## config.mk

```make
export PLATFORM = sky130hd
export DESIGN_NAME = code128_symbol_encoder_flat
export DESIGN_NICKNAME = d
export VERILOG_FILES = /design/src/hdl/c128_pkg.sv /design/src/hdl/c128_if.sv /design/src/hdl/c128_front.sv /design/src/hdl/c128_fifo.sv /design/src/hdl/c128_back.sv /design/src/hdl/code128_symbol_encoder.sv /design/src/flat_wrapper.sv
export SDC_FILE = /design/constraint.sdc
export NUM_CORES = 1
export LEC_CHECK = 0
export ABC_AREA = 1
export BUFFER_PORTS_ARGS = -buffer_cell sky130_fd_sc_hd__buf_2
export CORE_MARGIN = 5
export CORE_UTILIZATION = 54
export CTS_BUF_LIST = sky130_fd_sc_hd__clkbuf_16
export CTS_CLUSTER_DIAMETER = 50
export DETAILED_ROUTE_END_ITERATION = 6
export HOLD_SLACK_MARGIN = 0.1
export PLACE_DENSITY = 0.71
export RECOVER_POWER = 100
export SKIP_LAST_GASP = 1
export SLEW_MARGIN = 40
export SYNTH_ARGS = -nofsm -noshare
export SYNTH_HDL_FRONTEND = slang
export SYNTH_SLANG_ARGS = --single-unit
```

## constraint.sdc

```tcl
create_clock -name clk -period 6.8 [get_ports clk]
set_clock_uncertainty 0.15 [all_clocks]
set_input_delay 0 -clock clk [delete_from_list [all_inputs] [get_ports clk]]
set_output_delay 0 -clock clk [all_outputs]
set_load 0.05 [all_outputs]
```

## src/hdl/c128_pkg.sv

```systemverilog
package c128_pkg;

	localparam int unsigned FIFO_DEPTH = 4;

	localparam logic [6:0] START_A   = 7'd103;
	localparam logic [6:0] START_B   = 7'd104;
	localparam logic [6:0] STOP_SYM  = 7'd106;
	localparam logic [6:0] CHECK_MOD = 7'd103;
	localparam logic [6:0] POS_MAX   = 7'd102;
	localparam logic [6:0] RES_A     = 7'(103 % 103);
	localparam logic [6:0] RES_B     = 7'(104 % 103);
	localparam logic [7:0] CH_SPACE  = 8'd32;
	localparam logic [7:0] CH_A_MAX  = 8'd95;
	localparam logic [7:0] CH_B_MAX  = 8'd127;
	localparam logic [7:0] CTRL_OFS  = 8'd64;

	typedef enum logic [1:0] {
		K_CHAR = 2'd0,
		K_BAD  = 2'd1,
		K_END  = 2'd2
	} kind_t;

	typedef struct packed {
		logic       open;
		logic       start_b;
		kind_t      kind;
		logic [6:0] data;
	} qent_t;

	typedef struct packed {
		logic full;
		logic empty;
	} fifo_stat_t;

	// element widths {bar, space, bar, space, bar, space}, one octal digit each
	localparam logic [17:0] PATTERN [0:106] = '{
		18'o212222, 18'o222122, 18'o222221, 18'o121223, 18'o121322,
		18'o131222, 18'o122213, 18'o122312, 18'o132212, 18'o221213,
		18'o221312, 18'o231212, 18'o112232, 18'o122132, 18'o122231,
		18'o113222, 18'o123122, 18'o123221, 18'o223211, 18'o221132,
		18'o221231, 18'o213212, 18'o223112, 18'o312131, 18'o311222,
		18'o321122, 18'o321221, 18'o312212, 18'o322112, 18'o322211,
		18'o212123, 18'o212321, 18'o232121, 18'o111323, 18'o131123,
		18'o131321, 18'o112313, 18'o132113, 18'o132311, 18'o211313,
		18'o231113, 18'o231311, 18'o112133, 18'o112331, 18'o132131,
		18'o113123, 18'o113321, 18'o133121, 18'o313121, 18'o211331,
		18'o231131, 18'o213113, 18'o213311, 18'o213131, 18'o311123,
		18'o311321, 18'o331121, 18'o312113, 18'o312311, 18'o332111,
		18'o314111, 18'o221411, 18'o431111, 18'o111224, 18'o111422,
		18'o121124, 18'o121421, 18'o141122, 18'o141221, 18'o112214,
		18'o112412, 18'o122114, 18'o122411, 18'o142112, 18'o142211,
		18'o241211, 18'o221114, 18'o413111, 18'o241112, 18'o134111,
		18'o111242, 18'o121142, 18'o121241, 18'o114212, 18'o124112,
		18'o124211, 18'o411212, 18'o421112, 18'o421211, 18'o212141,
		18'o214121, 18'o412121, 18'o111143, 18'o111341, 18'o131141,
		18'o114113, 18'o114311, 18'o411113, 18'o411311, 18'o113141,
		18'o114131, 18'o311141, 18'o411131, 18'o211412, 18'o211214,
		18'o211232, 18'o233111
	};

	function automatic logic [17:0] sym_pattern(input logic [6:0] v);
		logic [17:0] p;
		p = '0;
		if (v <= STOP_SYM) begin
			p = PATTERN[v];
		end
		return p;
	endfunction

	// remainder modulo 103 of a product below 103*128, by restoring subtraction
	function automatic logic [6:0] mod103(input logic [13:0] x);
		logic [13:0] t;
		logic [13:0] m;
		t = x;
		for (int k = 6; k >= 0; k--) begin
			m = {7'd0, CHECK_MOD} << k;
			if (t >= m) begin
				t = t - m;
			end
		end
		return t[6:0];
	endfunction

endpackage

```

## src/hdl/c128_if.sv

```systemverilog
interface c128_in_if;
	logic       valid;
	logic       ready;
	logic       mode;
	logic [7:0] char_code;

	modport source(output valid, output mode, output char_code, input ready);
	modport sink(input valid, input mode, input char_code, output ready);
endinterface

interface c128_out_if;
	logic       valid;
	logic       ready;
	logic [6:0] symbol_value;
	logic [2:0] bar_one;
	logic [2:0] space_one;
	logic [2:0] bar_two;
	logic [2:0] space_two;
	logic [2:0] bar_three;
	logic [2:0] space_three;
	logic [1:0] bar_four;
	logic       bad_char;
	logic       last;

	modport source(output valid, output symbol_value, output bar_one, output space_one,
		output bar_two, output space_two, output bar_three, output space_three,
		output bar_four, output bad_char, output last, input ready);
	modport sink(input valid, input symbol_value, input bar_one, input space_one,
		input bar_two, input space_two, input bar_three, input space_three,
		input bar_four, input bad_char, input last, output ready);
endinterface

```

## src/hdl/c128_front.sv

```systemverilog
module c128_front (
	input  logic                 clk,
	input  logic                 arst_n,
	input  logic                 subset,
	c128_in_if.sink              in_ch,
	input  c128_pkg::fifo_stat_t fstat,
	output logic                 push,
	output c128_pkg::qent_t      push_data
);

	logic adv;
	logic take;

	logic       in_msg_q;
	logic       ab_q;
	logic [6:0] pos_q;
	logic [6:0] acc_q;

	logic              emit;
	logic              open;
	c128_pkg::kind_t   kind;
	logic [6:0]        val;
	logic [6:0]        wgt;
	logic              in_msg_d;
	logic              ab_d;
	logic [6:0]        pos_d;
	logic              ok;
	logic [6:0]        cval;

	logic              v_s1, open_s1, sb_s1;
	c128_pkg::kind_t   kind_s1;
	logic [6:0]        val_s1, wgt_s1;
	logic              v_s2, open_s2, sb_s2;
	c128_pkg::kind_t   kind_s2;
	logic [6:0]        val_s2;
	logic [13:0]       prod_s2;
	logic              v_s3, open_s3, sb_s3;
	c128_pkg::kind_t   kind_s3;
	logic [6:0]        val_s3, rem_s3;

	logic [6:0] base;
	logic [7:0] sum;
	logic [6:0] chk;

	assign adv         = !v_s3 || !fstat.full;
	assign in_ch.ready = adv;
	assign take        = in_ch.valid && adv;

	always_comb begin
		if (subset == 1'b0) begin
			ok   = in_ch.char_code <= c128_pkg::CH_A_MAX;
			cval = (in_ch.char_code >= c128_pkg::CH_SPACE)
				? 7'(in_ch.char_code - c128_pkg::CH_SPACE)
				: 7'(in_ch.char_code + c128_pkg::CTRL_OFS);
		end else begin
			ok   = (in_ch.char_code >= c128_pkg::CH_SPACE)
				&& (in_ch.char_code <= c128_pkg::CH_B_MAX);
			cval = 7'(in_ch.char_code - c128_pkg::CH_SPACE);
		end
	end

	always_comb begin
		emit     = 1'b0;
		open     = !in_msg_q;
		kind     = c128_pkg::K_CHAR;
		val      = '0;
		wgt      = open ? 7'd1 : pos_q;
		in_msg_d = in_msg_q;
		ab_d     = ab_q;
		pos_d    = pos_q;
		if (in_ch.mode) begin
			emit     = !(in_msg_q && ab_q);
			kind     = c128_pkg::K_END;
			in_msg_d = 1'b0;
			ab_d     = 1'b0;
			pos_d    = '0;
		end else if (!(in_msg_q && ab_q)) begin
			emit     = 1'b1;
			in_msg_d = 1'b1;
			if (ok) begin
				val   = cval;
				ab_d  = 1'b0;
				pos_d = (wgt == c128_pkg::POS_MAX) ? 7'd0 : wgt + 7'd1;
			end else begin
				kind  = c128_pkg::K_BAD;
				ab_d  = 1'b1;
				pos_d = wgt;
			end
		end
	end

	always_ff @(posedge clk or negedge arst_n) begin
		if (!arst_n) begin
			in_msg_q <= 1'b0;
			ab_q     <= 1'b0;
			pos_q    <= '0;
		end else if (take) begin
			in_msg_q <= in_msg_d;
			ab_q     <= ab_d;
			pos_q    <= pos_d;
		end
	end

	always_ff @(posedge clk or negedge arst_n) begin
		if (!arst_n) begin
			v_s1 <= 1'b0;
			v_s2 <= 1'b0;
			v_s3 <= 1'b0;
		end else if (adv) begin
			v_s1 <= take && emit;
			v_s2 <= v_s1;
			v_s3 <= v_s2;
		end
	end

	always_ff @(posedge clk) begin
		if (adv) begin
			open_s1 <= open;
			sb_s1   <= subset;
			kind_s1 <= kind;
			val_s1  <= val;
			wgt_s1  <= wgt;
			open_s2 <= open_s1;
			sb_s2   <= sb_s1;
			kind_s2 <= kind_s1;
			val_s2  <= val_s1;
			prod_s2 <= {7'd0, val_s1} * {7'd0, wgt_s1};
			open_s3 <= open_s2;
			sb_s3   <= sb_s2;
			kind_s3 <= kind_s2;
			val_s3  <= val_s2;
			rem_s3  <= c128_pkg::mod103(prod_s2);
		end
	end

	// checksum restarts from the start symbol's residue when a message opens
	always_comb begin
		if (open_s3) begin
			base = sb_s3 ? c128_pkg::RES_B : c128_pkg::RES_A;
		end else begin
			base = acc_q;
		end
		sum = {1'b0, base} + {1'b0, rem_s3};
		chk = (sum >= {1'b0, c128_pkg::CHECK_MOD}) ? 7'(sum - {1'b0, c128_pkg::CHECK_MOD})
			: sum[6:0];
	end

	assign push              = v_s3 && adv;
	assign push_data.open    = open_s3;
	assign push_data.start_b = sb_s3;
	assign push_data.kind    = kind_s3;
	assign push_data.data    = (kind_s3 == c128_pkg::K_END) ? base : val_s3;

	always_ff @(posedge clk or negedge arst_n) begin
		if (!arst_n) begin
			acc_q <= '0;
		end else if (push && kind_s3 == c128_pkg::K_CHAR) begin
			acc_q <= chk;
		end
	end

endmodule

```

## src/hdl/c128_fifo.sv

```systemverilog
module c128_fifo #(
	parameter int unsigned DEPTH = c128_pkg::FIFO_DEPTH
) (
	input  logic                 clk,
	input  logic                 arst_n,
	input  logic                 push,
	input  c128_pkg::qent_t      push_data,
	input  logic                 pop,
	output c128_pkg::qent_t      head,
	output c128_pkg::fifo_stat_t fstat
);

	localparam int unsigned PW = (DEPTH > 1) ? $clog2(DEPTH) : 1;
	localparam int unsigned CW = $clog2(DEPTH + 1);

	c128_pkg::qent_t mem_q [0:DEPTH-1];
	logic [PW-1:0]   wr_ptr_q;
	logic [PW-1:0]   rd_ptr_q;
	logic [CW-1:0]   count_q;

	assign fstat.full  = count_q == CW'(DEPTH);
	assign fstat.empty = count_q == '0;
	assign head        = mem_q[rd_ptr_q];

	always_ff @(posedge clk) begin
		if (push) begin
			mem_q[wr_ptr_q] <= push_data;
		end
	end

	always_ff @(posedge clk or negedge arst_n) begin
		if (!arst_n) begin
			wr_ptr_q <= '0;
			rd_ptr_q <= '0;
			count_q  <= '0;
		end else begin
			if (push) begin
				wr_ptr_q <= (wr_ptr_q == PW'(DEPTH - 1)) ? '0 : wr_ptr_q + 1'b1;
			end
			if (pop) begin
				rd_ptr_q <= (rd_ptr_q == PW'(DEPTH - 1)) ? '0 : rd_ptr_q + 1'b1;
			end
			if (push && !pop) begin
				count_q <= count_q + 1'b1;
			end else if (pop && !push) begin
				count_q <= count_q - 1'b1;
			end
		end
	end

endmodule

```

## src/hdl/c128_back.sv

```systemverilog
module c128_back (
	input  logic                 clk,
	input  logic                 arst_n,
	input  c128_pkg::qent_t      head,
	input  c128_pkg::fifo_stat_t fstat,
	output logic                 pop,
	c128_out_if.source           out_ch
);

	typedef enum logic [2:0] {
		PH_START = 3'b001,
		PH_MAIN  = 3'b010,
		PH_STOP  = 3'b100
	} phase_t;

	phase_t      phase_q;
	phase_t      cur;
	phase_t      nxt;
	logic        load;
	logic [6:0]  sym;
	logic        err;
	logic        last;
	logic [17:0] pat;

	logic        out_v_q;
	logic [6:0]  sym_q;
	logic [17:0] pat_q;
	logic [1:0]  b4_q;
	logic        err_q;
	logic        last_q;

	// skip the start phase for entries that continue an open message
	always_comb begin
		cur = phase_q;
		if (phase_q == PH_START && !head.open) begin
			cur = PH_MAIN;
		end
	end

	always_comb begin
		sym  = '0;
		err  = 1'b0;
		last = 1'b0;
		nxt  = PH_START;
		unique case (cur)
			PH_START: begin
				sym = head.start_b ? c128_pkg::START_B : c128_pkg::START_A;
				nxt = PH_MAIN;
			end
			PH_MAIN: begin
				sym  = head.data;
				err  = head.kind == c128_pkg::K_BAD;
				last = head.kind != c128_pkg::K_END;
				nxt  = last ? PH_START : PH_STOP;
				if (err) begin
					sym = '0;
				end
			end
			PH_STOP: begin
				sym  = c128_pkg::STOP_SYM;
				last = 1'b1;
			end
			default: begin
				sym = '0;
			end
		endcase
		pat = err ? 18'd0 : c128_pkg::sym_pattern(sym);
	end

	assign load = !fstat.empty && (!out_v_q || out_ch.ready);
	assign pop  = load && last;

	always_ff @(posedge clk or negedge arst_n) begin
		if (!arst_n) begin
			phase_q <= PH_START;
			out_v_q <= 1'b0;
		end else begin
			if (load) begin
				phase_q <= nxt;
			end
			if (load) begin
				out_v_q <= 1'b1;
			end else if (out_ch.ready) begin
				out_v_q <= 1'b0;
			end
		end
	end

	always_ff @(posedge clk) begin
		if (load) begin
			sym_q  <= sym;
			pat_q  <= pat;
			b4_q   <= (cur == PH_STOP) ? 2'd2 : 2'd0;
			err_q  <= err;
			last_q <= last;
		end
	end

	assign out_ch.valid        = out_v_q;
	assign out_ch.symbol_value = sym_q;
	assign out_ch.bar_one      = pat_q[17:15];
	assign out_ch.space_one    = pat_q[14:12];
	assign out_ch.bar_two      = pat_q[11:9];
	assign out_ch.space_two    = pat_q[8:6];
	assign out_ch.bar_three    = pat_q[5:3];
	assign out_ch.space_three  = pat_q[2:0];
	assign out_ch.bar_four     = b4_q;
	assign out_ch.bad_char     = err_q;
	assign out_ch.last         = last_q;

endmodule

```

## src/hdl/code128_symbol_encoder.sv

```systemverilog
// channel   dir  payload                                            handshake
// in_ch     in   mode, char_code                                    valid/ready
// out_ch    out  symbol_value, six widths, bar_four, bad_char, last valid/ready
// subset    cfg  subset_wd (1 bit)                                  subset_we
//
// Front end takes one transaction per cycle; its three-stage checksum pipe
// (weight multiply, mod-103 reduction, accumulate) feeds the symbol queue.
// Back end emits one symbol per cycle unless the queue is empty or the output
// stalls: 1 per character or error, 2 if it opens a message, 2 or 3 per end mark.
// Reset selects subset B and closes any open message; no clearing pass.
// A stalled output holds in its register while the queue keeps filling; the
// front end stalls only when the queue is full.
module code128_symbol_encoder #(
	parameter int unsigned FIFO_DEPTH = c128_pkg::FIFO_DEPTH
) (
	input  logic        clk,
	input  logic        arst_n,
	c128_in_if.sink     in_ch,
	c128_out_if.source  out_ch,
	input  logic        subset_we,
	input  logic        subset_wd
);

	logic                 subset_q;
	logic                 push;
	logic                 pop;
	c128_pkg::qent_t      push_data;
	c128_pkg::qent_t      head;
	c128_pkg::fifo_stat_t fstat;

	// hold the subset select; the user must write it only while the block is idle (not enforced here)
	always_ff @(posedge clk or negedge arst_n) begin
		if (!arst_n) begin
			subset_q <= 1'b1;
		end else if (subset_we) begin
			subset_q <= subset_wd;
		end
	end

	// classify characters, track position, accumulate the checksum
	c128_front u_front (
		.clk       (clk),
		.arst_n    (arst_n),
		.subset    (subset_q),
		.in_ch     (in_ch),
		.fstat     (fstat),
		.push      (push),
		.push_data (push_data)
	);

	// decouple classification from symbol emission
	c128_fifo #(
		.DEPTH (FIFO_DEPTH)
	) u_fifo (
		.clk       (clk),
		.arst_n    (arst_n),
		.push      (push),
		.push_data (push_data),
		.pop       (pop),
		.head      (head),
		.fstat     (fstat)
	);

	// expand each queued entry into start, body and stop symbols
	c128_back u_back (
		.clk    (clk),
		.arst_n (arst_n),
		.head   (head),
		.fstat  (fstat),
		.pop    (pop),
		.out_ch (out_ch)
	);

`ifndef ASSERT_OFF
	a_no_push_full: assert property (@(posedge clk) disable iff (!arst_n)
		!(push && fstat.full))
		else $error("queue written while full");

	a_no_pop_empty: assert property (@(posedge clk) disable iff (!arst_n)
		!(pop && fstat.empty))
		else $error("queue read while empty");

	a_err_shape: assert property (@(posedge clk) disable iff (!arst_n)
		out_ch.valid && out_ch.bad_char |-> out_ch.last && out_ch.symbol_value == 7'd0)
		else $error("error result malformed");

	a_stop_last: assert property (@(posedge clk) disable iff (!arst_n)
		out_ch.valid && out_ch.symbol_value == c128_pkg::STOP_SYM
		|-> out_ch.last && out_ch.bar_four == 2'd2)
		else $error("stop symbol not closing the run");
`endif

endmodule

```

## src/flat_wrapper.sv

```systemverilog
// flat-port wrapper written by rule: the top's interface ports become plain ports
module code128_symbol_encoder_flat 
#(
	parameter int unsigned FIFO_DEPTH = c128_pkg::FIFO_DEPTH
)
  (clk, arst_n, subset_we, subset_wd, in_ch_valid, in_ch_mode, in_ch_char_code, in_ch_ready, out_ch_valid, out_ch_symbol_value, out_ch_bar_one, out_ch_space_one, out_ch_bar_two, out_ch_space_two, out_ch_bar_three, out_ch_space_three, out_ch_bar_four, out_ch_bad_char, out_ch_last, out_ch_ready);
  c128_in_if in_ch_i ();
  c128_out_if out_ch_i ();
  input  logic clk;
  input  logic arst_n;
  input  logic subset_we;
  input  logic subset_wd;
  input wire logic [$bits(in_ch_i.valid)-1:0] in_ch_valid;
  input wire logic [$bits(in_ch_i.mode)-1:0] in_ch_mode;
  input wire logic [$bits(in_ch_i.char_code)-1:0] in_ch_char_code;
  output wire logic [$bits(in_ch_i.ready)-1:0] in_ch_ready;
  output wire logic [$bits(out_ch_i.valid)-1:0] out_ch_valid;
  output wire logic [$bits(out_ch_i.symbol_value)-1:0] out_ch_symbol_value;
  output wire logic [$bits(out_ch_i.bar_one)-1:0] out_ch_bar_one;
  output wire logic [$bits(out_ch_i.space_one)-1:0] out_ch_space_one;
  output wire logic [$bits(out_ch_i.bar_two)-1:0] out_ch_bar_two;
  output wire logic [$bits(out_ch_i.space_two)-1:0] out_ch_space_two;
  output wire logic [$bits(out_ch_i.bar_three)-1:0] out_ch_bar_three;
  output wire logic [$bits(out_ch_i.space_three)-1:0] out_ch_space_three;
  output wire logic [$bits(out_ch_i.bar_four)-1:0] out_ch_bar_four;
  output wire logic [$bits(out_ch_i.bad_char)-1:0] out_ch_bad_char;
  output wire logic [$bits(out_ch_i.last)-1:0] out_ch_last;
  input wire logic [$bits(out_ch_i.ready)-1:0] out_ch_ready;
  assign in_ch_i.valid = in_ch_valid;
  assign in_ch_i.mode = in_ch_mode;
  assign in_ch_i.char_code = in_ch_char_code;
  assign in_ch_ready = in_ch_i.ready;
  assign out_ch_valid = out_ch_i.valid;
  assign out_ch_symbol_value = out_ch_i.symbol_value;
  assign out_ch_bar_one = out_ch_i.bar_one;
  assign out_ch_space_one = out_ch_i.space_one;
  assign out_ch_bar_two = out_ch_i.bar_two;
  assign out_ch_space_two = out_ch_i.space_two;
  assign out_ch_bar_three = out_ch_i.bar_three;
  assign out_ch_space_three = out_ch_i.space_three;
  assign out_ch_bar_four = out_ch_i.bar_four;
  assign out_ch_bad_char = out_ch_i.bad_char;
  assign out_ch_last = out_ch_i.last;
  assign out_ch_i.ready = out_ch_ready;
  code128_symbol_encoder #(.FIFO_DEPTH(FIFO_DEPTH)) u_core (.clk(clk), .arst_n(arst_n), .in_ch(in_ch_i), .out_ch(out_ch_i), .subset_we(subset_we), .subset_wd(subset_wd));
endmodule
```

## Word level (Yosys, flattened, before mapping)

Memory sizes are Yosys's and may differ from the RTL's. A register that Yosys moved wholly into a read port is not among the register bits.
Cells that the tools add are included.

| word-level totals | value |
|---|---|
| output and inout port bits | 31 |
| bits of input ports | 15 |
| ROM bits | 2304 |
| logic and storage cells | 159 |
| memories kept | 2 |
| bits in registers | 103 |
| bits in writable memories | 44 |

| operators by class | value |
|---|---|
| equal/unequal tests | 12 |
| bitwise operators | 3 |
| magnitude comparators | 12 |
| mux-type cells | 50 |
| multiply operators | 1 |
| reduce and logical (&&, ||, !) cells | 30 |
| add/subtract/negate cells | 16 |

Memory list:

| name | depth | bits a word | read ports | clocked after Yosys merged registers in | write ports | RTL line | source |
|---|---|---|---|---|---|---|---|
| (no name shown) | 128 | 18 | 1 | 1 | 0 | c128_pkg.sv:65 | `p = PATTERN[v];` |
| u_core.u_fifo.mem_q | 4 | 11 | 1 | 0 | 1 | c128_fifo.sv:16 | `c128_pkg::qent_t mem_q [0:DEPTH-1];` |

Operators by type and width:

| operator | count |
|---|---|
| $mux 14 | 12 |
| $mux 7 | 12 |
| $pmux 7 s3 | 1 |
| $le 8x7->1 const B | 2 |
| $mux 1 | 15 |
| $ge 14x10->1 const B | 1 |
| $ge 14x11->1 const B | 1 |
| $ge 14x12->1 const B | 1 |
| $ge 14x13->1 const B | 1 |
| $ge 14x7->1 const B | 1 |
| $ge 14x8->1 const B | 1 |
| $ge 14x9->1 const B | 1 |
| $mul 7x7->14 | 1 |
| $sub 14x10->14 const B | 1 |
| $sub 14x11->14 const B | 1 |
| $sub 14x12->14 const B | 1 |
| $sub 14x13->14 const B | 1 |
| $sub 14x8->14 const B | 1 |
| $sub 14x9->14 const B | 1 |
| $sub 7x7->7 const B | 2 |
| $mux 3 | 4 |
| $logic_and 1x1->1 | 11 |
| $logic_not 1->1 | 9 |
| $add 7x7->8 | 1 |
| 29 further kinds | 41 |

## Longest topological paths before layout

| depth | value |
|---|---|
| word-level depth | 21 |
| depth in mapped cells | 54 |
| depth with buffers taken out | 51 |

## By module

A second synthesis with hierarchy kept.

| second synthesis, totals | value |
|---|---|
| cell total of the unflattened synthesis | 1671 |
| area, all modules | 13011.2 µm² |

By module, submodules not included:

| module | cells each | area an instance (µm²) | seq. area each (µm²) | times used |
|---|---|---|---|---|
| c128_front | 957 | 7458.4 | 2307.2 | 1 |
| c128_back | 529 | 3330.7 | 942.2 | 1 |
| c128_fifo | 180 | 2180.8 | 1496.4 | 1 |
| code128_symbol_encoder | 5 | 41.3 | 26.3 | 1 |

## Worst setup path before layout

No wires, ideal clock.

| path | value |
|---|---|
| kind | register to register |
| from | register u_core.u_front.prod_s2[6] |
| to | register u_core.u_front.rem_s3[6], data pin |
| clock period less this slack | 5.837 ns |
| required time | 6.394 ns |
| cell stages (with the launch flop) | 51 |
| setup slack | 0.963 ns |
| arrival | 5.431 ns |
| cells stage by stage | edfxtp_1 > ha_1 > nand2_1 > nand2_1 > nand3_1 > nand2_1 > inv_2 > nand2_4 > nand2_1 > nand2_2 > nor2_1 > nand2_2 > nand2_4 > nand2_4 > nand2_1 > nand2_2 > ha_1 > nand2_1 > (+15 left out) > nand2_4 > a21oi_4 > nand3_4 > buf_6 > nand2_2 > nand2_2 > nor2_2 > nand2_1 > nor2_4 > nand2_4 > nand2_4 > nand2_1 > nand2_1 > ha_1 > nand2_2 > nand2_2 > nand3_4 > a21boi_1 |

| between the ends | value |
|---|---|
| word-level cells in the longest chain between the ends | 20 |

Ends and longest elaborated chain:

| element | RTL line | source |
|---|---|---|
| from (decl) | c128_front.sv:36 | `logic [13:0] prod_s2;` |
| from (signal assigned) | c128_front.sv:127 | `prod_s2 <= {7'd0, val_s1} * {7'd0, wgt_s1};` |
| $sub 14x13->14 or $ge 14x13->1 (tied branches) | c128_pkg.sv:78, c128_pkg.sv:77 |  |
| $mux 14 * | c128_pkg.sv:77 | `if (t >= m) begin` |
| $mux 14 * | c128_front.sv:117 | `if (adv) begin` |
| $sub 14x12->14 or $ge 14x12->1 (tied branches) | c128_pkg.sv:78, c128_pkg.sv:77 |  |
| $mux 14 * | c128_pkg.sv:77 |  |
| $mux 14 * | c128_front.sv:117 |  |
| $sub 14x11->14 or $ge 14x11->1 (tied branches) | c128_pkg.sv:78, c128_pkg.sv:77 |  |
| $mux 14 * | c128_pkg.sv:77 |  |
| (+4 left out) | - |  |
| $sub 14x9->14 or $ge 14x9->1 (tied branches) | c128_pkg.sv:78, c128_pkg.sv:77 |  |
| $mux 14 * | c128_pkg.sv:77 |  |
| $mux 14 * | c128_front.sv:117 |  |
| $sub 14x8->14 or $ge 14x8->1 (tied branches) | c128_pkg.sv:78, c128_pkg.sv:77 |  |
| $mux 14 * | c128_pkg.sv:77 |  |
| $mux 14 * | c128_front.sv:117 |  |
| $ge 14x7->1 or $sub 7x7->7 (tied branches) | c128_pkg.sv:77, c128_pkg.sv:78 |  |
| $mux 7 * | c128_pkg.sv:77 |  |
| to (signal assigned) | c128_front.sv:132 | `rem_s3 <= c128_pkg::mod103(prod_s2);` |
| to (decl) | c128_front.sv:39 | `logic [6:0] val_s3, rem_s3;` |

Mark *: on every way between the ends. The rest lies on a longest branch, timed or not. The select of a mux whose other input is x is not followed.
A chain may end at the register's enable or synchronous reset.

## Worst setup path after layout

| path | value |
|---|---|
| from | register u_core.u_front.prod_s2[6] |
| to | register u_core.u_front.rem_s3[1], data pin |

Same word-level chain as after synthesis.

==> flow_summary_export.csv <==
group,metric,value,unit
final_layout,drive_gt1_frac,0.103,
global_route,first_global_vias,10416,
min_path,hold_class,"in2reg",
logic_synthesis,synthTopCellsByArea,"edfxtp_1 32%, nand2_1 9.8%, inv_1 7.5%",
drt,vias,10683,
sta,fmax,159,MHz
logic_synthesis,synth_top_area_share,0.321,
placement,place.detailed.hpwl,22900,um
logic_synthesis,ys_ff_latch,164,
logic_synthesis,synth.avg_cell_area,8.07,um2
logic_synthesis,yosys.area.top_type,"edfxtp_1",
global_route,grt_max_degree,68,
floorplan,die_y,162,um
final_layout,n_antenna_cell,0,
clock_network,worstSkewPairLatency,430,ps
clock_network,cts.clk_slew.worst_paths,70,ps
global_route,antenna_found_initial,0,
drt,wirelength,31300,um
drt,drtAntennaViolNets,0,
worst_setup_path,slowest_delay,410,ps
logic_synthesis,syn_inst,1540,
logic_synthesis,ys.flop_type,"edfxtp_1",
drt,avgViaCountPerCell,5.57,
sta,maxSlewHeadroom,-0.144,
clock_network,cts-root-buf,"clkbuf_16",
logic_synthesis,ys_types,62,
run_status,violations,"max-capacitance violations, max-slew violations",
sta,max_slew.worst_pin.slew,1720,ps
job,maxCapViolCount,5,
final_layout,syn2layout_area_growth,10.7,%
logic_synthesis,synth-seq-area-share,0.384,
logic_synthesis,synth_fp_nets,1644,
logic_synthesis,ys_top_cells_by_count,"323 x nand2_1, 250 x inv_1, 153 x nor2_1",
floorplan,fp.dieW,162,um
final_layout,finish.utilization,0.608,
floorplan,start_util,0.549,
worst_setup_path,cp.arrival,6300,ps
placement,port_buffers,44,
logic_synthesis,yosys_warnings,0,
floorplan,coreArea,22600,um2
logic_synthesis,synth_edf_count,133,
sta,finalHoldWorstSlack,139,ps
drt,drtIter0Drc,752,
logic_synthesis,syn_area,12400,um2
global_route,overflow,0,
clock_network,cts_sinks,164,
clock_network,clockBufferDepth,2,
sta,finalSetupViolations,0,
worst_setup_path,crit_required,6820,ps
sta,setup_slack,522,ps
worst_setup_path,path_class,"reg2reg",
sta,hold_viol_final,0,
floorplan,die-area,26200,um2
drt,drc,0,
logic_synthesis,async_reset_ff_frac,0.189,
sta,fin_crit,6280,ps
global_route,grt_pass1_wl,50900,um
clock_network,htree_levels,4,
worst_setup_path,critPathMaxFanout,11,
final_layout,nets,1725,
placement,gp_congestion,1.03,
drt,wire_per_inst,16.3,um
run_status,outcome,"finished with violations",
floorplan,num_rows,55,
worst_setup_path,worstSetupStartpointType,"flip-flop",
placement,dp_slack,368,ps
sta,fin_crit_sh,0.923,
worst_setup_path,path_common_cell,"nand2_1",
clock_network,cts_inserted_buffers,17,
sta,maxSlewViolCount,170,
worst_setup_path,slowest_stage,"edfxtp_1",
logic_synthesis,yosysMostFrequentCell,"nand2_1",
floorplan,io_pins,46,
global_route,grtUsageTotal,0.239,
worst_setup_path,endpoint_kind,"flip-flop",
drt,detail_route.first_pass.iterations,5,
clock_network,cts_tree,"done",
[what timing repair did]
action | 4_1_cts | 5_1_grt
hold buffers | 18 | 0
gates resized for setup | 0 | 8
setup endpoints to repair | 0 | 7
buffers inserted | 0 | 6
hold endpoints to repair | 52 | 0
[flip-flops by register name, summed over array words and instances (netlist names), 2 cells and up]
signal,cells
u_core.u_front.acc_q,7
u_core.u_fifo.wr_ptr_q,2
u_core.u_front.kind_s3,2
u_core.u_fifo.rd_ptr_q,2
u_core.u_front.pos_q,7
u_core.u_back.pat_q,18
u_core.u_front.prod_s2,14
u_core.u_front.kind_s1,2
u_core.u_front.val_s1,7
u_core.u_fifo.count_q,3
u_core.u_front.wgt_s1,7
u_core.u_fifo.mem_q,44
u_core.u_front.val_s2,7
u_core.u_front.rem_s3,7
u_core.u_front.val_s3,7
u_core.u_front.kind_s2,2
u_core.u_back.out_ch.symbol_value,7
u_core.u_back.phase_q,3
[logic make-up (layout without fill, tap and decap cells)]
| family | Yosys count | in the layout | synth area share |
|---|---|---|---|
| adders and majority gates | 89 | 89 | 0.105 |
| xor gates and xnor gates | 47 | 47 | 0.0331 |
| DFF | 164 | 164 | 0.384 |
| AOI/OAI and AO/OA | 245 | 245 | 0.117 |
| muxes | 8 | 8 | 0.00725 |
| and+or+nand+nor | 698 | 701 | 0.263 |
| other | 1 | 1 | 0.000302 |
| buffers and inverters | 288 | 379 | 0.0901 |
[cells in the final DEF (no fill, tap or decap), types with 10 or more instances in the layout]
master,Yosys,routed
clkbuf_1,19,42
xor2_1,39,39
nor2_2,10,10
nand3_1,89,89
nand4_1,14,14
nand2_1,323,321
o22ai_1,17,17
nor2_4,10,11
dlygate4sd3_1,0,17
nand2_2,37,40
nor3_1,22,21
edfxtp_1,133,133
clkbuf_16,0,18
o21ai_0,96,96
nor2_1,153,152
a21oi_1,60,60
inv_1,250,250
buf_2,0,12
buf_4,1,16
dfrtp_1,29,29
ha_1,63,62
o211ai_1,12,12
fa_1,26,26
nand2_4,18,18
a31oi_1,10,10
[metrics by stage]
stage	instance area, um2	TNS [ps]	instances
6_report	13800	0	1919
3_3_place_gp	13000	0	1859
5_1_grt	13800	-56.0	1919
4_1_cts	13800	0	1909
3_5_place_dp	13000	0	1859
2_1_floorplan	12400	0	1540
[routing by layer]
layer,track usage,up-vias,part of all wire
met5,0,-,0
met1,0.302,4937,0.42
li1,-,5254,-
met3,0.0426,103,0.066
met4,0.101,0,0.037
met2,0.406,389,0.48
[critical path, delay by kind of cell, from the launching register on]
kind                     cells  cell delay [ps]
AND/OR/NAND/NOR             38             3880
adder cells (fa/ha/maj)      4              870
AO/OA/AOI/OAI                2              530
flip-flops                   1              410
buffers and inverters        2              170
[worst paths after layout]
path | start | endpoint | slack [ps] | cells after the start
hold / removal | out_ch_ready | u_core.u_back.out_ch.valid | 140 | 3
max in group asynchronous | arst_n | u_core.u_front.acc_q[6] | 4160 | 4
setup / recovery | u_core.u_front.prod_s2[6] | u_core.u_front.rem_s3[1] | 520 | 46
setup reg to reg | u_core.u_front.prod_s2[6] | u_core.u_front.rem_s3[1] | 520 | 46
hold reg to reg | u_core.u_front.sb_s1 | u_core.u_front.sb_s2 | 260 | 0
min in group asynchronous | arst_n | u_core.u_back.phase_q[0] | 690 | 3
[final cells by class]
cell class,count,area (um2)
fill,2033,8880
multi-input combinational,1091,6600
sequential,164,4770
inverter,260,976
timing repair buffer,87,508
clock buffer,18,450
tap,285,357
clock inverter,14,101
Power is not shown: default switching activity piles up to over one toggle a cycle in this logic, so the estimate is an artifact.
